## config.mk

```make
export PLATFORM = sky130hd
export DESIGN_NAME = nntt_ctrl
export DESIGN_NICKNAME = d
export VERILOG_FILES = /design/src/hdl/nntt_pkg.sv /design/src/hdl/nntt_ctrl.sv
export SDC_FILE = /design/constraint.sdc
export NUM_CORES = 1
export LEC_CHECK = 0
export BUFFER_PORTS_ARGS = -buffer_cell sky130_fd_sc_hd__buf_2
export CAP_MARGIN = 30
export CORE_AREA = 8 8 45 47
export DETAILED_ROUTE_END_ITERATION = 8
export DIE_AREA = 0 0 53 55
export PLACE_DENSITY = 0.53
export SETUP_SLACK_MARGIN = 0.5
export SYNTH_ARGS = -nofsm -noshare
export SYNTH_HDL_FRONTEND = slang
export SYNTH_SLANG_ARGS = --single-unit
export TNS_END_PERCENT = 50
```

## constraint.sdc

```tcl
create_clock -name clk -period 2.03 [get_ports clk]
set_input_delay 0.3045 -clock clk [delete_from_list [all_inputs] [get_ports clk]]
set_output_delay 0.3045 -clock clk [all_outputs]
set_load 0.05 [all_outputs]
```

## src/hdl/nntt_pkg.sv

```systemverilog
// Shared types and constants of the nearest neighbour track table.
`timescale 1ns / 1ps
package nntt_pkg;

	localparam int unsigned CoordW = 16;
	localparam int unsigned DistW  = 34;
	localparam int unsigned AgeW   = 16;
	localparam int unsigned TickW  = 32;
	localparam int unsigned IdW    = 16;

	typedef enum logic [1:0] {
		OP_DETECT = 2'd0,
		OP_TICK   = 2'd1,
		OP_REPORT = 2'd2,
		OP_NONE   = 2'd3
	} op_t;

	typedef enum logic [1:0] {
		REG_GATE   = 2'd0,
		REG_REPORT = 2'd1,
		REG_REMOVE = 2'd2,
		REG_NONE   = 2'd3
	} reg_t;

	typedef enum logic [3:0] {
		ST_IDLE,
		ST_SCAN,
		ST_MATCH,
		ST_CLOSE,
		ST_PURGE,
		ST_EMIT,
		ST_WAIT,
		ST_EMPTY
	} state_t;

	// Commands from the controller to the datapath.
	typedef struct packed {
		logic load_item;   // capture the request payload
		logic scan_clr;    // start a scan at slot zero
		logic scan_step;   // compare one slot, advance
		logic do_match;    // write detection into best slot or buffer it
		logic close_step;  // move one pending entry into the table
		logic purge_step;  // keep or drop one slot, advance
		logic purge_done;  // commit compacted count
		logic emit_step;   // test one slot for report, advance
		logic emit_load;   // load output register with the tested slot
		logic emit_empty;  // load output register with the empty marker
		logic tick;        // advance time
	} cmd_t;

	typedef struct packed {
		logic scan_end;    // scan index reached track count
		logic frame_end;   // captured frame_end bit
		logic close_end;   // all pending entries processed
		logic purge_end;   // purge index reached track count
		logic emit_end;    // emit index reached count or result limit
		logic emit_hit;    // slot under test is recent
		logic emitted_any; // at least one item went out
		logic [1:0] op;    // captured op code
	} stat_t;

endpackage

```

## src/hdl/nntt_ctrl.sv

```systemverilog
// Controller state machine of the track table.
`timescale 1ns / 1ps
module nntt_ctrl (
	input  logic             clk,
	input  logic             arst_n,
	input  logic             in_fire,
	input  logic             out_busy,
	input  nntt_pkg::stat_t  st,
	output logic             in_ready,
	output nntt_pkg::cmd_t   cmd
);

	nntt_pkg::state_t state_q, state_nx;

	always_ff @(posedge clk or negedge arst_n) begin
		if (!arst_n) state_q <= nntt_pkg::ST_IDLE;
		else         state_q <= state_nx;
	end

	always_comb begin
		state_nx = state_q;
		unique case (state_q)
			nntt_pkg::ST_IDLE: begin
				if (in_fire) state_nx = nntt_pkg::ST_MATCH;
			end
			nntt_pkg::ST_MATCH: begin
				unique case (st.op)
					nntt_pkg::OP_DETECT: state_nx = nntt_pkg::ST_SCAN;
					nntt_pkg::OP_REPORT: state_nx = nntt_pkg::ST_PURGE;
					default:             state_nx = nntt_pkg::ST_IDLE;
				endcase
			end
			nntt_pkg::ST_SCAN: begin
				if (st.scan_end) state_nx = nntt_pkg::ST_CLOSE;
			end
			nntt_pkg::ST_CLOSE: begin
				if (!st.frame_end || st.close_end) state_nx = nntt_pkg::ST_IDLE;
			end
			nntt_pkg::ST_PURGE: begin
				if (st.purge_end) state_nx = nntt_pkg::ST_EMIT;
			end
			nntt_pkg::ST_EMIT: begin
				if (!out_busy) begin
					if (st.emit_end)
						state_nx = st.emitted_any ? nntt_pkg::ST_WAIT : nntt_pkg::ST_EMPTY;
				end
			end
			nntt_pkg::ST_EMPTY: begin
				if (!out_busy) state_nx = nntt_pkg::ST_WAIT;
			end
			nntt_pkg::ST_WAIT: begin
				if (!out_busy) state_nx = nntt_pkg::ST_IDLE;
			end
			default: state_nx = nntt_pkg::ST_IDLE;
		endcase
	end

	always_comb begin
		cmd = '0;
		in_ready = 1'b0;
		unique case (state_q)
			nntt_pkg::ST_IDLE: begin
				in_ready      = 1'b1;
				cmd.load_item = in_fire;
				cmd.scan_clr  = in_fire;
			end
			nntt_pkg::ST_MATCH: begin
				cmd.tick = (st.op == nntt_pkg::OP_TICK);
			end
			nntt_pkg::ST_SCAN: begin
				cmd.scan_step = !st.scan_end;
				cmd.do_match  = st.scan_end;
			end
			nntt_pkg::ST_CLOSE: begin
				cmd.close_step = st.frame_end && !st.close_end;
			end
			nntt_pkg::ST_PURGE: begin
				cmd.purge_step = !st.purge_end;
				cmd.purge_done = st.purge_end;
			end
			nntt_pkg::ST_EMIT: begin
				if (!out_busy && !st.emit_end) begin
					cmd.emit_step = 1'b1;
					cmd.emit_load = st.emit_hit;
				end
			end
			nntt_pkg::ST_EMPTY: begin
				cmd.emit_empty = !out_busy;
			end
			nntt_pkg::ST_WAIT: ;
			default: ;
		endcase
	end

endmodule

```

* Yosys cells after proc, flatten, opt, wreduce, memory -nomap -nowiden
Cells that the tools add are included. Widths: inputs -> output; s select.
Cells by class: equality and inequality tests 17, muxes and demuxes 20, reductions and logical operators 12
Operators with widths (count):
- $mux 4 | 8
- $pmux 4 s8 | 1
- $eq 4x3->1 const B | 4
- $ne 2x2->1 const B | 8
- $mux 2 | 5
- $eq 4x2->1 const B | 2
- $reduce_and 8->1 | 1
- $logic_not 1->1 | 6
- $pmux 3 s2 | 1
- $mux 1 | 5
- $eq 4x1->1 const B | 1
- $logic_not 4->1 | 1
- $eq 2x1->1 const B | 1
- $eq 2x2->1 const B | 1
- $logic_and 1x1->1 | 2
- $logic_not 2->1 | 1
- $logic_or 1x1->1 | 1
Word-level totals: flip-flop bits (word level) 4, input bits 13, output and inout port bits 12, logic and storage cells 50

* Depth between registers and ports, before layout
Gate-level depths: netlist of the first run.
depth in word-level cells 4, gate-level depth with buffers 5, depth with buffers taken out 4

* Worst setup path before layout of the first run
OpenSTA, ideal clock, no wires.
path kind reg-to-output, start register state_q[1], end output cmd[5] in the netlist's numbering, arrival 2.257 ns, required time 1.725 ns, slack -0.531 ns, cell stages (with the launch flop) 3, buffers on the path 1, cell sequence dfrtp_1 > clkbuf_1 > nor4b_1
RTL lines:
- from (decl) | line nntt_ctrl.sv:13 | nntt_pkg::state_t state_q, state_nx;
- from (signal assigned) | line nntt_ctrl.sv:16 | if (!arst_n) state_q <= nntt_pkg::ST_IDLE;
- from (signal assigned) | line nntt_ctrl.sv:17 | else state_q <= state_nx;
- to (decl) | line nntt_ctrl.sv:10 | output nntt_pkg::cmd_t cmd

* Final worst setup path of the first run
start register state_q[1], end register state_q[1]
Between the ends: cells in the longest elaborated chain, start to end 3, elaborated cells on any way between the ends 18, those cells by class eq/ne (15); mux (1); reduce/logical (2)
Ends and longest elaborated chain:
- $eq 4x2->1, or another cell as far along | line nntt_ctrl.sv:22 | unique case (state_q)
- $ne 2x2->1 (no source line)
- $reduce_and 8->1 (no source line)
Parallel ways exist; a longest one is shown, timed or not. A chain may end at the register's enable or synchronous reset.

==> flow_summary.html, run 1 <==
<table>
<tr><th>Metric</th><th>Value</th></tr>
<tr><th colspan="2">GRT</th></tr>
<tr><td>Total overflow reported by the global router</td><td>0</td></tr>
<tr><td>Global-route total usage across every layer</td><td>9.20%</td></tr>
<tr><td>Global-route wire length before repair</td><td>2.05 mm</td></tr>
<tr><td>Pin count of the biggest net entering global routing</td><td>13</td></tr>
<tr><td>Vias in the first global route</td><td>484</td></tr>
<tr><td>Initial antenna violation count</td><td>0</td></tr>
<tr><th colspan="2">Detailed routing</th></tr>
<tr><td>Total number of vias</td><td>450</td></tr>
<tr><td>Remaining number of nets flagged by the antenna check after routing</td><td>0</td></tr>
<tr><td>Post-route DRC</td><td>0</td></tr>
<tr><td>Average wire per cell in the routed design</td><td>approximately 12 um</td></tr>
<tr><td>Per-cell via count in the routed design</td><td>4.64</td></tr>
<tr><td>Iter 0 DRT Violations</td><td>1</td></tr>
<tr><td>1st-pass router iterations</td><td>2</td></tr>
<tr><td>Wire length reported by the detailed router</td><td>1.21 mm</td></tr>
<tr><th colspan="2">Flow run</th></tr>
<tr><td>Number of maximum-capacitance constraint violations</td><td>0</td></tr>
<tr><th colspan="2">Yosys</th></tr>
<tr><td>Number of enable flip-flop cells after synthesis</td><td>0</td></tr>
<tr><td>Dominant cell type by area after synthesis</td><td>dfrtp_1</td></tr>
<tr><td>Average cell area after synthesis</td><td>between 8 and 9 um^2</td></tr>
<tr><td>Top post-synthesis cells by area</td><td>dfrtp_1, mux2_1, nand2b_1, nand3_4, nor3_1</td></tr>
<tr><td>Count of different cell masters after synthesis</td><td>28</td></tr>
<tr><td>Fraction of synthesized cell area taken by the top area cell type</td><td>between 20% and 30%</td></tr>
<tr><td>Combined area of all synthesized cells</td><td>roughly 340 um^2</td></tr>
<tr><td>Sequential share of the synthesized area</td><td>22.2%</td></tr>
<tr><td>Nets in the synthesized netlist</td><td>55</td></tr>
<tr><td>Proportion of register bits with asynchronous set or reset after synthesis</td><td>100%</td></tr>
<tr><td>Count of warnings emitted by yosys</td><td>0</td></tr>
<tr><td>Flop and latch count out of synthesis</td><td>3</td></tr>
<tr><td>Leading register cell type out of synthesis</td><td>dfrtp_1</td></tr>
<tr><td>Cell count after synthesis</td><td>42</td></tr>
<tr><th colspan="2">CTS</th></tr>
<tr><td>H-tree depth</td><td>1</td></tr>
<tr><td>Clock-pin slew on the worst setup and hold paths</td><td>0.04 ns</td></tr>
<tr><td>TritonCTS Buffers</td><td>3</td></tr>
<tr><td>Worst-case clock buffer depth</td><td>2</td></tr>
<tr><td>CTS tree</td><td>done</td></tr>
<tr><td>Clock latency at the later pin of the worst-skew pair</td><td>0.23 ns</td></tr>
<tr><td>Root buf cell</td><td>clkbuf_4</td></tr>
<tr><td># clock sinks</td><td>3</td></tr>
<tr><th colspan="2">Power</th></tr>
<tr><td>Lkg Pwr</td><td>around 0.37 nW</td></tr>
<tr><td>Pwr per Cell Area</td><td>1400 nW/um^2</td></tr>
<tr><td>Maximum resistive drop on vdd</td><td>668 uV</td></tr>
<tr><th colspan="2">Cells and area</th></tr>
<tr><td>Area growth syn-to-layout</td><td>133%</td></tr>
<tr><td>Largest registers</td><td>state_q: 3 flops</td></tr>
<tr><td>Area of the multi-input gates</td><td>347 um^2</td></tr>
<tr><td>Largest register FFs</td><td>3</td></tr>
<tr><td>Fraction of layout cells with a size suffix above 1</td><td>77.8%</td></tr>
<tr><td>Largest register by flop count</td><td>state_q</td></tr>
<tr><td>Register cell area after layout</td><td>77.6 um^2</td></tr>
<tr><td>Layout Nets</td><td>95</td></tr>
<tr><td>Filler instances</td><td>approximately 130</td></tr>
<tr><td>Most common library cell in the layout ignoring fill and taps</td><td>buf_2</td></tr>
<tr><td>Antenna diode instance count</td><td>0</td></tr>
<tr><td>Commonest non-fill, non-tap cells in the layout</td><td>buf_2, buf_4, buf_6</td></tr>
<tr><td>Total non-filler cell area in the finished layout</td><td>788 um^2</td></tr>
<tr><th colspan="2">Critical path</th></tr>
<tr><td>Data arrival time of the worst path</td><td>1.78 ns</td></tr>
<tr><td>Nature of the critical path startpoint</td><td>flip-flop</td></tr>
<tr><td>Worst reg2reg path startpoint</td><td>state_q[1]</td></tr>
<tr><td>Kind of critical path</td><td>flip-flop to flip-flop</td></tr>
<tr><td>Worst-path fanout max</td><td>4</td></tr>
<tr><td>Worst setup EP type</td><td>flip-flop</td></tr>
<tr><td>Data required time of the critical path</td><td>between 2 and 2.5 ns</td></tr>
<tr><td>Startpoint of the worst setup timing path</td><td>state_q[1]</td></tr>
<tr><th colspan="2">Place</th></tr>
<tr><td>Number of buffer cells added on primary ports</td><td>24</td></tr>
<tr><td>Dpl cell area</td><td>534 um^2</td></tr>
<tr><td>Weighted congestion reported at the end of routability-driven placement</td><td>0.691</td></tr>
<tr><td>Detailed-placement wirelength estimate</td><td>848 um</td></tr>
<tr><th colspan="2">Floorplanning</th></tr>
<tr><td>Die span in x</td><td>around 53 um</td></tr>
<tr><td>Ports</td><td>25</td></tr>
<tr><td>Effective utilization at floorplan</td><td>between 20% and 30%</td></tr>
<tr><td>Height of the chip</td><td>between 50 and 60 um</td></tr>
<tr><td>Floorplan Core Area</td><td>~1400 um^2</td></tr>
<tr><td>Area of the die</td><td>between 2000 and 3000 um^2</td></tr>
<tr><td># rows</td><td>14</td></tr>
<tr><th colspan="2">STA</th></tr>
<tr><td>Worst rel slew slack</td><td>a little over four fifths</td></tr>
<tr><td>Setup TNS after final layout</td><td>0 ns</td></tr>
<tr><td>Final-report hold violation count</td><td>0</td></tr>
<tr><td>Setup repair after global routing missed its margin</td><td>yes</td></tr>
<tr><td>Number of pins exceeding their max-slew limit in the final report</td><td>0</td></tr>
<tr><td>Final period demand of the worst path</td><td>1.68 ns</td></tr>
<tr><td>Worst slew pin tran</td><td>0.250 ns</td></tr>
<tr><td>Clock Skew</td><td>between 0.00015 and 0.0002 ns</td></tr>
<tr><td>Maximum frequency from static timing analysis</td><td>0.596 GHz</td></tr>
<tr><td>Setup-violating endpoint count in the final report</td><td>0</td></tr>
<tr><td>Post-route clock period utilization</td><td>82.7%</td></tr>
<tr><th colspan="2">Worst hold path</th></tr>
<tr><td>Worst Hold Class</td><td>input pin to flip-flop</td></tr>
<tr><td>Startpoint of the worst hold path</td><td>st[1]</td></tr>
<tr><th colspan="2">Outcome</th></tr>
<tr><td>Outcome</td><td>completed</td></tr>
</table>
-- cell usage after synthesis (2+ instances only) --
master,instances
buf_2,2
dfrtp_1,3
mux2_1,2
nand2_1,4
nand2b_1,3
nor2_1,3
nor3_1,3
o21ai_0,2
-- power breakdown --
group | internal [mW] | switching [mW] | total (mW) | leakage, nW
clock | 0.0735 | 0.0290 | 0.103 | 0.0150
combinational | 0.431 | 0.432 | 0.864 | 0.325
sequential | 0.0940 | 0.0456 | 0.140 | 0.0320
-- cell type report --
type	count	area share, %
Inverter	1	0.476
Timing Repair Buffer	39	39.8
Clock buffer	4	3.33
Tap cell	16	2.54
Sequential cell	3	9.84
Multi-Input combinational cell	34	44.0
-- metal layers --
metal	GRT usage, %	wire, um
met5	0	0
met3	2.94	104
met4	5.17	0
met1	9.31	444
met2	16.4	660
-- through the flow --
stage | power, mW | hold WS (ns) | instances | util, % | worst slack, ns
2_1_floorplan | 0.620 | 0.00891 | 42 | - | 0.149
5_1_grt | 1.18 | 0.359 | 97 | 57.0 | 0.267
4_1_cts | 1.08 | 0.337 | 96 | 54.3 | 0.350
3_3_place_gp | 0.686 | 0.104 | 80 | 38.6 | 0.311
6_report | 1.11 | 0.343 | 97 | 57.0 | 0.352
3_5_place_dp | 0.694 | 0.102 | 80 | 38.6 | 0.262
-- final timing paths --
check,endpoint,slack (ns),depth (start not counted)
max,state_q[1],0.35,5
min reg2reg,state_q[2],0.71,3
min,state_q[2],0.34,3
max reg2reg,state_q[1],0.35,5
max in group asynchronous,state_q[0],1.52,2
min in group asynchronous,state_q[1],0.40,2
-- logic make-up after synthesis --
group | synth area share [%]
buffers and inverters | 7.41
and+or+nand+nor | 51.5
DFF | 22.2
AOI/OAI and AO/OA | 12.2
muxes | 6.67
-- critical path: stages, from the launching register on --
cell	delay, ns
dfrtp_2	0.44
buf_6	0.13
or3b_1	0.35
o211ai_2	0.09
and3b_2	0.24
mux2_4	0.31
-- timing repair --
item                                    CTS  global route
hold endpoints to repair                  3             0
pin swaps                                 5             3
gates cloned                              0             0
hold buffers                              1             0
resized for setup                        32             7
buffers inserted                         11             1
endpoints found under the setup margin   14            14
Power figures use the tool's default switching activity.
==> inputs of run 2 (changes only) <==
==> constraint.sdc (replaced) <==
create_clock -name clk -period 1.6 [get_ports clk]
set_input_delay 0.24 -clock clk [delete_from_list [all_inputs] [get_ports clk]]
set_output_delay 0.24 -clock clk [all_outputs]
set_load 0.05 [all_outputs]
==> run 2 against run 1 <==
The flow now finishes with violations (negative setup slack). Hold slack worse by 0.072 ns. Routed wire length increased by 11%. Global-route usage is 0.38 points higher. Highest routed layer unchanged.
==> flow_summary.html, run 2 (synthesis results as in run 1) <==
<table>
<tr><th>Metric</th><th>Value</th></tr>
<tr><th colspan="2">Cells and area</th></tr>
<tr><td>Finished Core Util</td><td>60.3% (was 57.0%)</td></tr>
<tr><td>Filler instances</td><td>125 (was 134)</td></tr>
<tr><td>Antenna diode instance count</td><td>0 (unchanged)</td></tr>
<tr><td>Area growth syn-to-layout</td><td>147% (was 133%)</td></tr>
<tr><td>Layout Nets</td><td>96 (was 95)</td></tr>
<tr><td>Fraction of layout cells with a size suffix above 1</td><td>78.0% (was 77.8%)</td></tr>
<tr><td>Largest register FFs</td><td>3 (unchanged)</td></tr>
<tr><td>Most common library cell in the layout ignoring fill and taps</td><td>buf_6 (was buf_2)</td></tr>
<tr><td>Commonest non-fill, non-tap cells in the layout</td><td>buf_6, buf_2, buf_4 (was buf_2, buf_4, buf_6)</td></tr>
<tr><td>Largest register by flop count</td><td>state_q (unchanged)</td></tr>
<tr><td>Largest registers</td><td>state_q: 3 flops (unchanged)</td></tr>
<tr><th colspan="2">GRT</th></tr>
<tr><td>Met3 track demand over resource in global routing</td><td>3.21% (was 2.94%)</td></tr>
<tr><td>Total overflow reported by the global router</td><td>0 (unchanged)</td></tr>
<tr><td>Vias in the first global route</td><td>489 (was 484)</td></tr>
<tr><td>Met2 GRT Util</td><td>18.0% (was 16.4%)</td></tr>
<tr><td>Global-route wire length before repair</td><td>2.07 mm (was 2.05 mm)</td></tr>
<tr><td>Gr busiest metal</td><td>met2 (unchanged)</td></tr>
<tr><td>GRT met1 Usage</td><td>9.01% (was 9.31%)</td></tr>
<tr><td>Pin count of the biggest net entering global routing</td><td>10 (was 13)</td></tr>
<tr><td>Global-route total usage across every layer</td><td>9.58% (was 9.20%)</td></tr>
<tr><td>Initial antenna violation count</td><td>0 (unchanged)</td></tr>
<tr><th colspan="2">Power</th></tr>
<tr><td>Internal power</td><td>0.791 mW (was 0.599 mW)</td></tr>
<tr><td>Sequential fraction of design power</td><td>11.3% (was 12.6%)</td></tr>
<tr><td>Maximum resistive drop on vdd</td><td>827 uV (was 668 uV)</td></tr>
<tr><td>Power share of the combinational group</td><td>79.7% (was 78.1%)</td></tr>
<tr><td>Pwr per Cell Area</td><td>1750 nW/um^2 (was 1400 nW/um^2)</td></tr>
<tr><td>Clk pwr share</td><td>9.1% (was 9.3%)</td></tr>
<tr><td>Share of total power consumed by net switching</td><td>45.8% (about the same)</td></tr>
<tr><td>Lkg Pwr</td><td>0.383 nW (was 0.372 nW)</td></tr>
<tr><td>Switching power total</td><td>0.668 mW (was 0.507 mW)</td></tr>
<tr><th colspan="2">Floorplanning</th></tr>
<tr><td># rows</td><td>14 (unchanged)</td></tr>
<tr><td>Area of the die</td><td>2920 um^2 (unchanged)</td></tr>
<tr><td>Floorplan Core Area</td><td>1380 um^2 (unchanged)</td></tr>
<tr><td>Height of the chip</td><td>55 um (unchanged)</td></tr>
<tr><td>Die span in x</td><td>53 um (unchanged)</td></tr>
<tr><td>Ports</td><td>25 (unchanged)</td></tr>
<tr><td>Effective utilization at floorplan</td><td>24.4% (unchanged)</td></tr>
<tr><th colspan="2">Worst hold path</th></tr>
<tr><td>Worst Hold Class</td><td>input pin to flip-flop (unchanged)</td></tr>
<tr><td>Depth of the worst hold-timing path</td><td>3 (unchanged)</td></tr>
<tr><td>Worst min-delay path endpoint</td><td>state_q[2] (unchanged)</td></tr>
<tr><td>Startpoint of the worst hold path</td><td>st[1] (unchanged)</td></tr>
<tr><th colspan="2">STA</th></tr>
<tr><td>WHS</td><td>0.271 ns (was 0.343 ns)</td></tr>
<tr><td>Setup TNS after final layout</td><td>-0.0865 ns (was 0 ns)</td></tr>
<tr><td>Worst rel slew slack</td><td>83.9% (was 83.5%)</td></tr>
<tr><td>Post-route clock period utilization</td><td>102%</td></tr>
<tr><td>Setup repair after global routing missed its margin</td><td>yes (unchanged)</td></tr>
<tr><td>Final-report hold violation count</td><td>0 (unchanged)</td></tr>
<tr><td>Worst slew pin tran</td><td>0.239 ns (was 0.250 ns)</td></tr>
<tr><td>Number of pins exceeding their max-slew limit in the final report</td><td>0 (unchanged)</td></tr>
<tr><td>Clock Skew</td><td>0.00201 ns (was 0.000188 ns)</td></tr>
<tr><td>Setup-violating endpoint count in the final report</td><td>6 (was 0)</td></tr>
<tr><td>PnR worst setup slack</td><td>-0.0308 ns (was 0.352 ns)</td></tr>
<tr><td>Maximum frequency from static timing analysis</td><td>0.613 GHz</td></tr>
<tr><td>Final period demand of the worst path</td><td>between 1.5 and 2 ns</td></tr>
<tr><th colspan="2">Place</th></tr>
<tr><td>Number of buffer cells added on primary ports</td><td>24 (unchanged)</td></tr>
<tr><td>Weighted congestion reported at the end of routability-driven placement</td><td>0.703 (was 0.691)</td></tr>
<tr><td>Detailed-placement wirelength estimate</td><td>945 um (was 848 um)</td></tr>
<tr><th colspan="2">Critical path</th></tr>
<tr><td>Slowest Stage Delay on Critical Path</td><td>0.43 ns (was 0.44 ns)</td></tr>
<tr><td>Worst-path fanout max</td><td>5 (was 4)</td></tr>
<tr><td>Count of buffer and inverter cells on the critical path</td><td>3 (was 1)</td></tr>
<tr><td>Worst flop-to-flop path endpoint</td><td>state_q[1] (unchanged)</td></tr>
<tr><td>Number of cells traversed by the worst register-to-register path</td><td>7 (was 5)</td></tr>
<tr><td>Kind of cell with the highest combined delay on the critical path</td><td>buffers and inverters (was simple AND/OR/NAND/NOR gates)</td></tr>
<tr><td>Most prevalent standard cell on the critical path</td><td>buf_6</td></tr>
<tr><td>Setup slack of the worst register-to-register path</td><td>0 ns (was 0.35 ns)</td></tr>
<tr><td>Nature of the critical path startpoint</td><td>flip-flop (unchanged)</td></tr>
<tr><td>Cell-by-cell trace of the critical path</td><td>buf_6, buf_6, nor4bb_4, buf_6 (was buf_6, or3b_1, o211ai_2, and3b_2, mux2_4)</td></tr>
<tr><td>Data arrival time of the worst path</td><td>1.39 ns (was 1.78 ns)</td></tr>
<tr><td>Data required time of the critical path</td><td>1.36 ns (was 2.14 ns)</td></tr>
<tr><td>Worst setup EP type</td><td>output pin (was flip-flop)</td></tr>
<tr><td>Worst reg2reg path startpoint</td><td>state_q[1] (unchanged)</td></tr>
<tr><td>Kind of critical path</td><td>flip-flop to output pin (was flip-flop to flip-flop)</td></tr>
<tr><td>Cell with the largest stage delay on the worst path</td><td>dfrtp_2 (unchanged)</td></tr>
<tr><th colspan="2">Detailed routing</th></tr>
<tr><td>Iter 0 DRT Violations</td><td>4 (was 1)</td></tr>
<tr><td>Per-cell via count in the routed design</td><td>4.68 (was 4.64)</td></tr>
<tr><td>Total number of vias</td><td>459 (was 450)</td></tr>
<tr><td>Wire length reported by the detailed router</td><td>1.34 mm (was 1.21 mm)</td></tr>
<tr><td>Post-route DRC</td><td>0 (unchanged)</td></tr>
<tr><td>Average wire per cell in the routed design</td><td>13.6 um (was 12.5 um)</td></tr>
<tr><td>Remaining number of nets flagged by the antenna check after routing</td><td>0 (unchanged)</td></tr>
<tr><td>1st-pass router iterations</td><td>2 (unchanged)</td></tr>
<tr><th colspan="2">Flow run</th></tr>
<tr><td>Number of maximum-capacitance constraint violations</td><td>0 (unchanged)</td></tr>
<tr><th colspan="2">CTS</th></tr>
<tr><td>Root buf cell</td><td>clkbuf_4 (unchanged)</td></tr>
<tr><td>Clock-pin slew on the worst setup and hold paths</td><td>0.04 ns (about the same)</td></tr>
<tr><td>Clock latency at the later pin of the worst-skew pair</td><td>0.23 ns (about the same)</td></tr>
<tr><td># clock sinks</td><td>3 (unchanged)</td></tr>
<tr><td>TritonCTS Buffers</td><td>3 (unchanged)</td></tr>
<tr><td>Worst-case clock buffer depth</td><td>2 (unchanged)</td></tr>
<tr><td>CTS tree</td><td>done (unchanged)</td></tr>
<tr><td>H-tree depth</td><td>1 (unchanged)</td></tr>
<tr><th colspan="2">Outcome</th></tr>
<tr><td>Outcome</td><td>finished, violations left (was completed)</td></tr>
<tr><td>Violated checks</td><td>negative setup slack</td></tr>
</table>
-- run 2: cell types whose count changed in the layout (fill, tap and decap cells not counted), sizes merged --
cell,change
buf,+1
-- run 2: layout make-up --
cell class | instances | area (um^2) | share of cell area [%]
clock buffer | 4 | 26.3 | 3.15
inverter | 1 | 3.75 | 0.450
multi-input combinational | 34 | 359 | 43.0
sequential | 3 | 77.6 | 9.30
tap | 16 | 20.0 | 2.40
timing repair buffer | 40 | 348 | 41.7
-- run 2: stage by stage --
| stage | instances | worst slack [ns] | cell area, um^2 | total power, mW |
|---|---|---|---|---|
| 2_1_floorplan | 42 | -0.217 | 423 | 0.787 |
| 3_3_place_gp | 87 | 0.0446 | 587 | 0.987 |
| 3_5_place_dp | 87 | 0.0164 | 587 | 0.990 |
| 4_1_cts | 97 | -0.0611 | 777 | 1.35 |
| 5_1_grt | 98 | -0.0844 | 835 | 1.56 |
| 6_report | 98 | -0.0308 | 835 | 1.46 |
-- run 2: worst max path at each step --
stage / from / endpoint / slack, ns / cells past startpoint
global route: state_q[1] / cmd[4] / -0.08 / 4
global placement: state_q[0] / state_q[1] / 0.04 / 4
finish: state_q[1] / cmd[4] / -0.03 / 4
floorplan: state_q[0] / cmd[2] / -0.22 / 4
detailed placement: state_q[0] / state_q[1] / 0.02 / 4
CTS: state_q[1] / cmd[4] / -0.06 / 4
-- run 2: routing by layer --
metal  vias up  part of all wire [%]
li1        234                     -
met2        16                    54
met1       209                    36
met3         0                    10
met5         -                     0
met4         0                     0
-- run 2: power groups by stage --
stage | Sequential [mW] | Clock (mW) | Combinational [mW]
3_5_place_dp | 0.158 | 0 | 0.832
2_1_floorplan | 0.153 | 0 | 0.634
6_report | 0.164 | 0.132 | 1.16
5_1_grt | 0.171 | 0.153 | 1.24
3_3_place_gp | 0.157 | 0 | 0.830
4_1_cts | 0.165 | 0.140 | 1.05
-- run 2: timing repair --
action                     4_1_cts  5_1_grt
hold endpoints to repair         3        0
pin swaps                        6        6
setup endpoints to repair       15       15
buffers inserted                 5        1
resized for setup               34       12
hold buffers                     1        0
-- run 2: tightest hold or removal path: cells and delay by family --
family                 cells  cell delay, ns
AO/OA/AOI/OAI              1            0.06
buffers and inverters      1            0.11
AND/OR/NAND/NOR            1            0.06
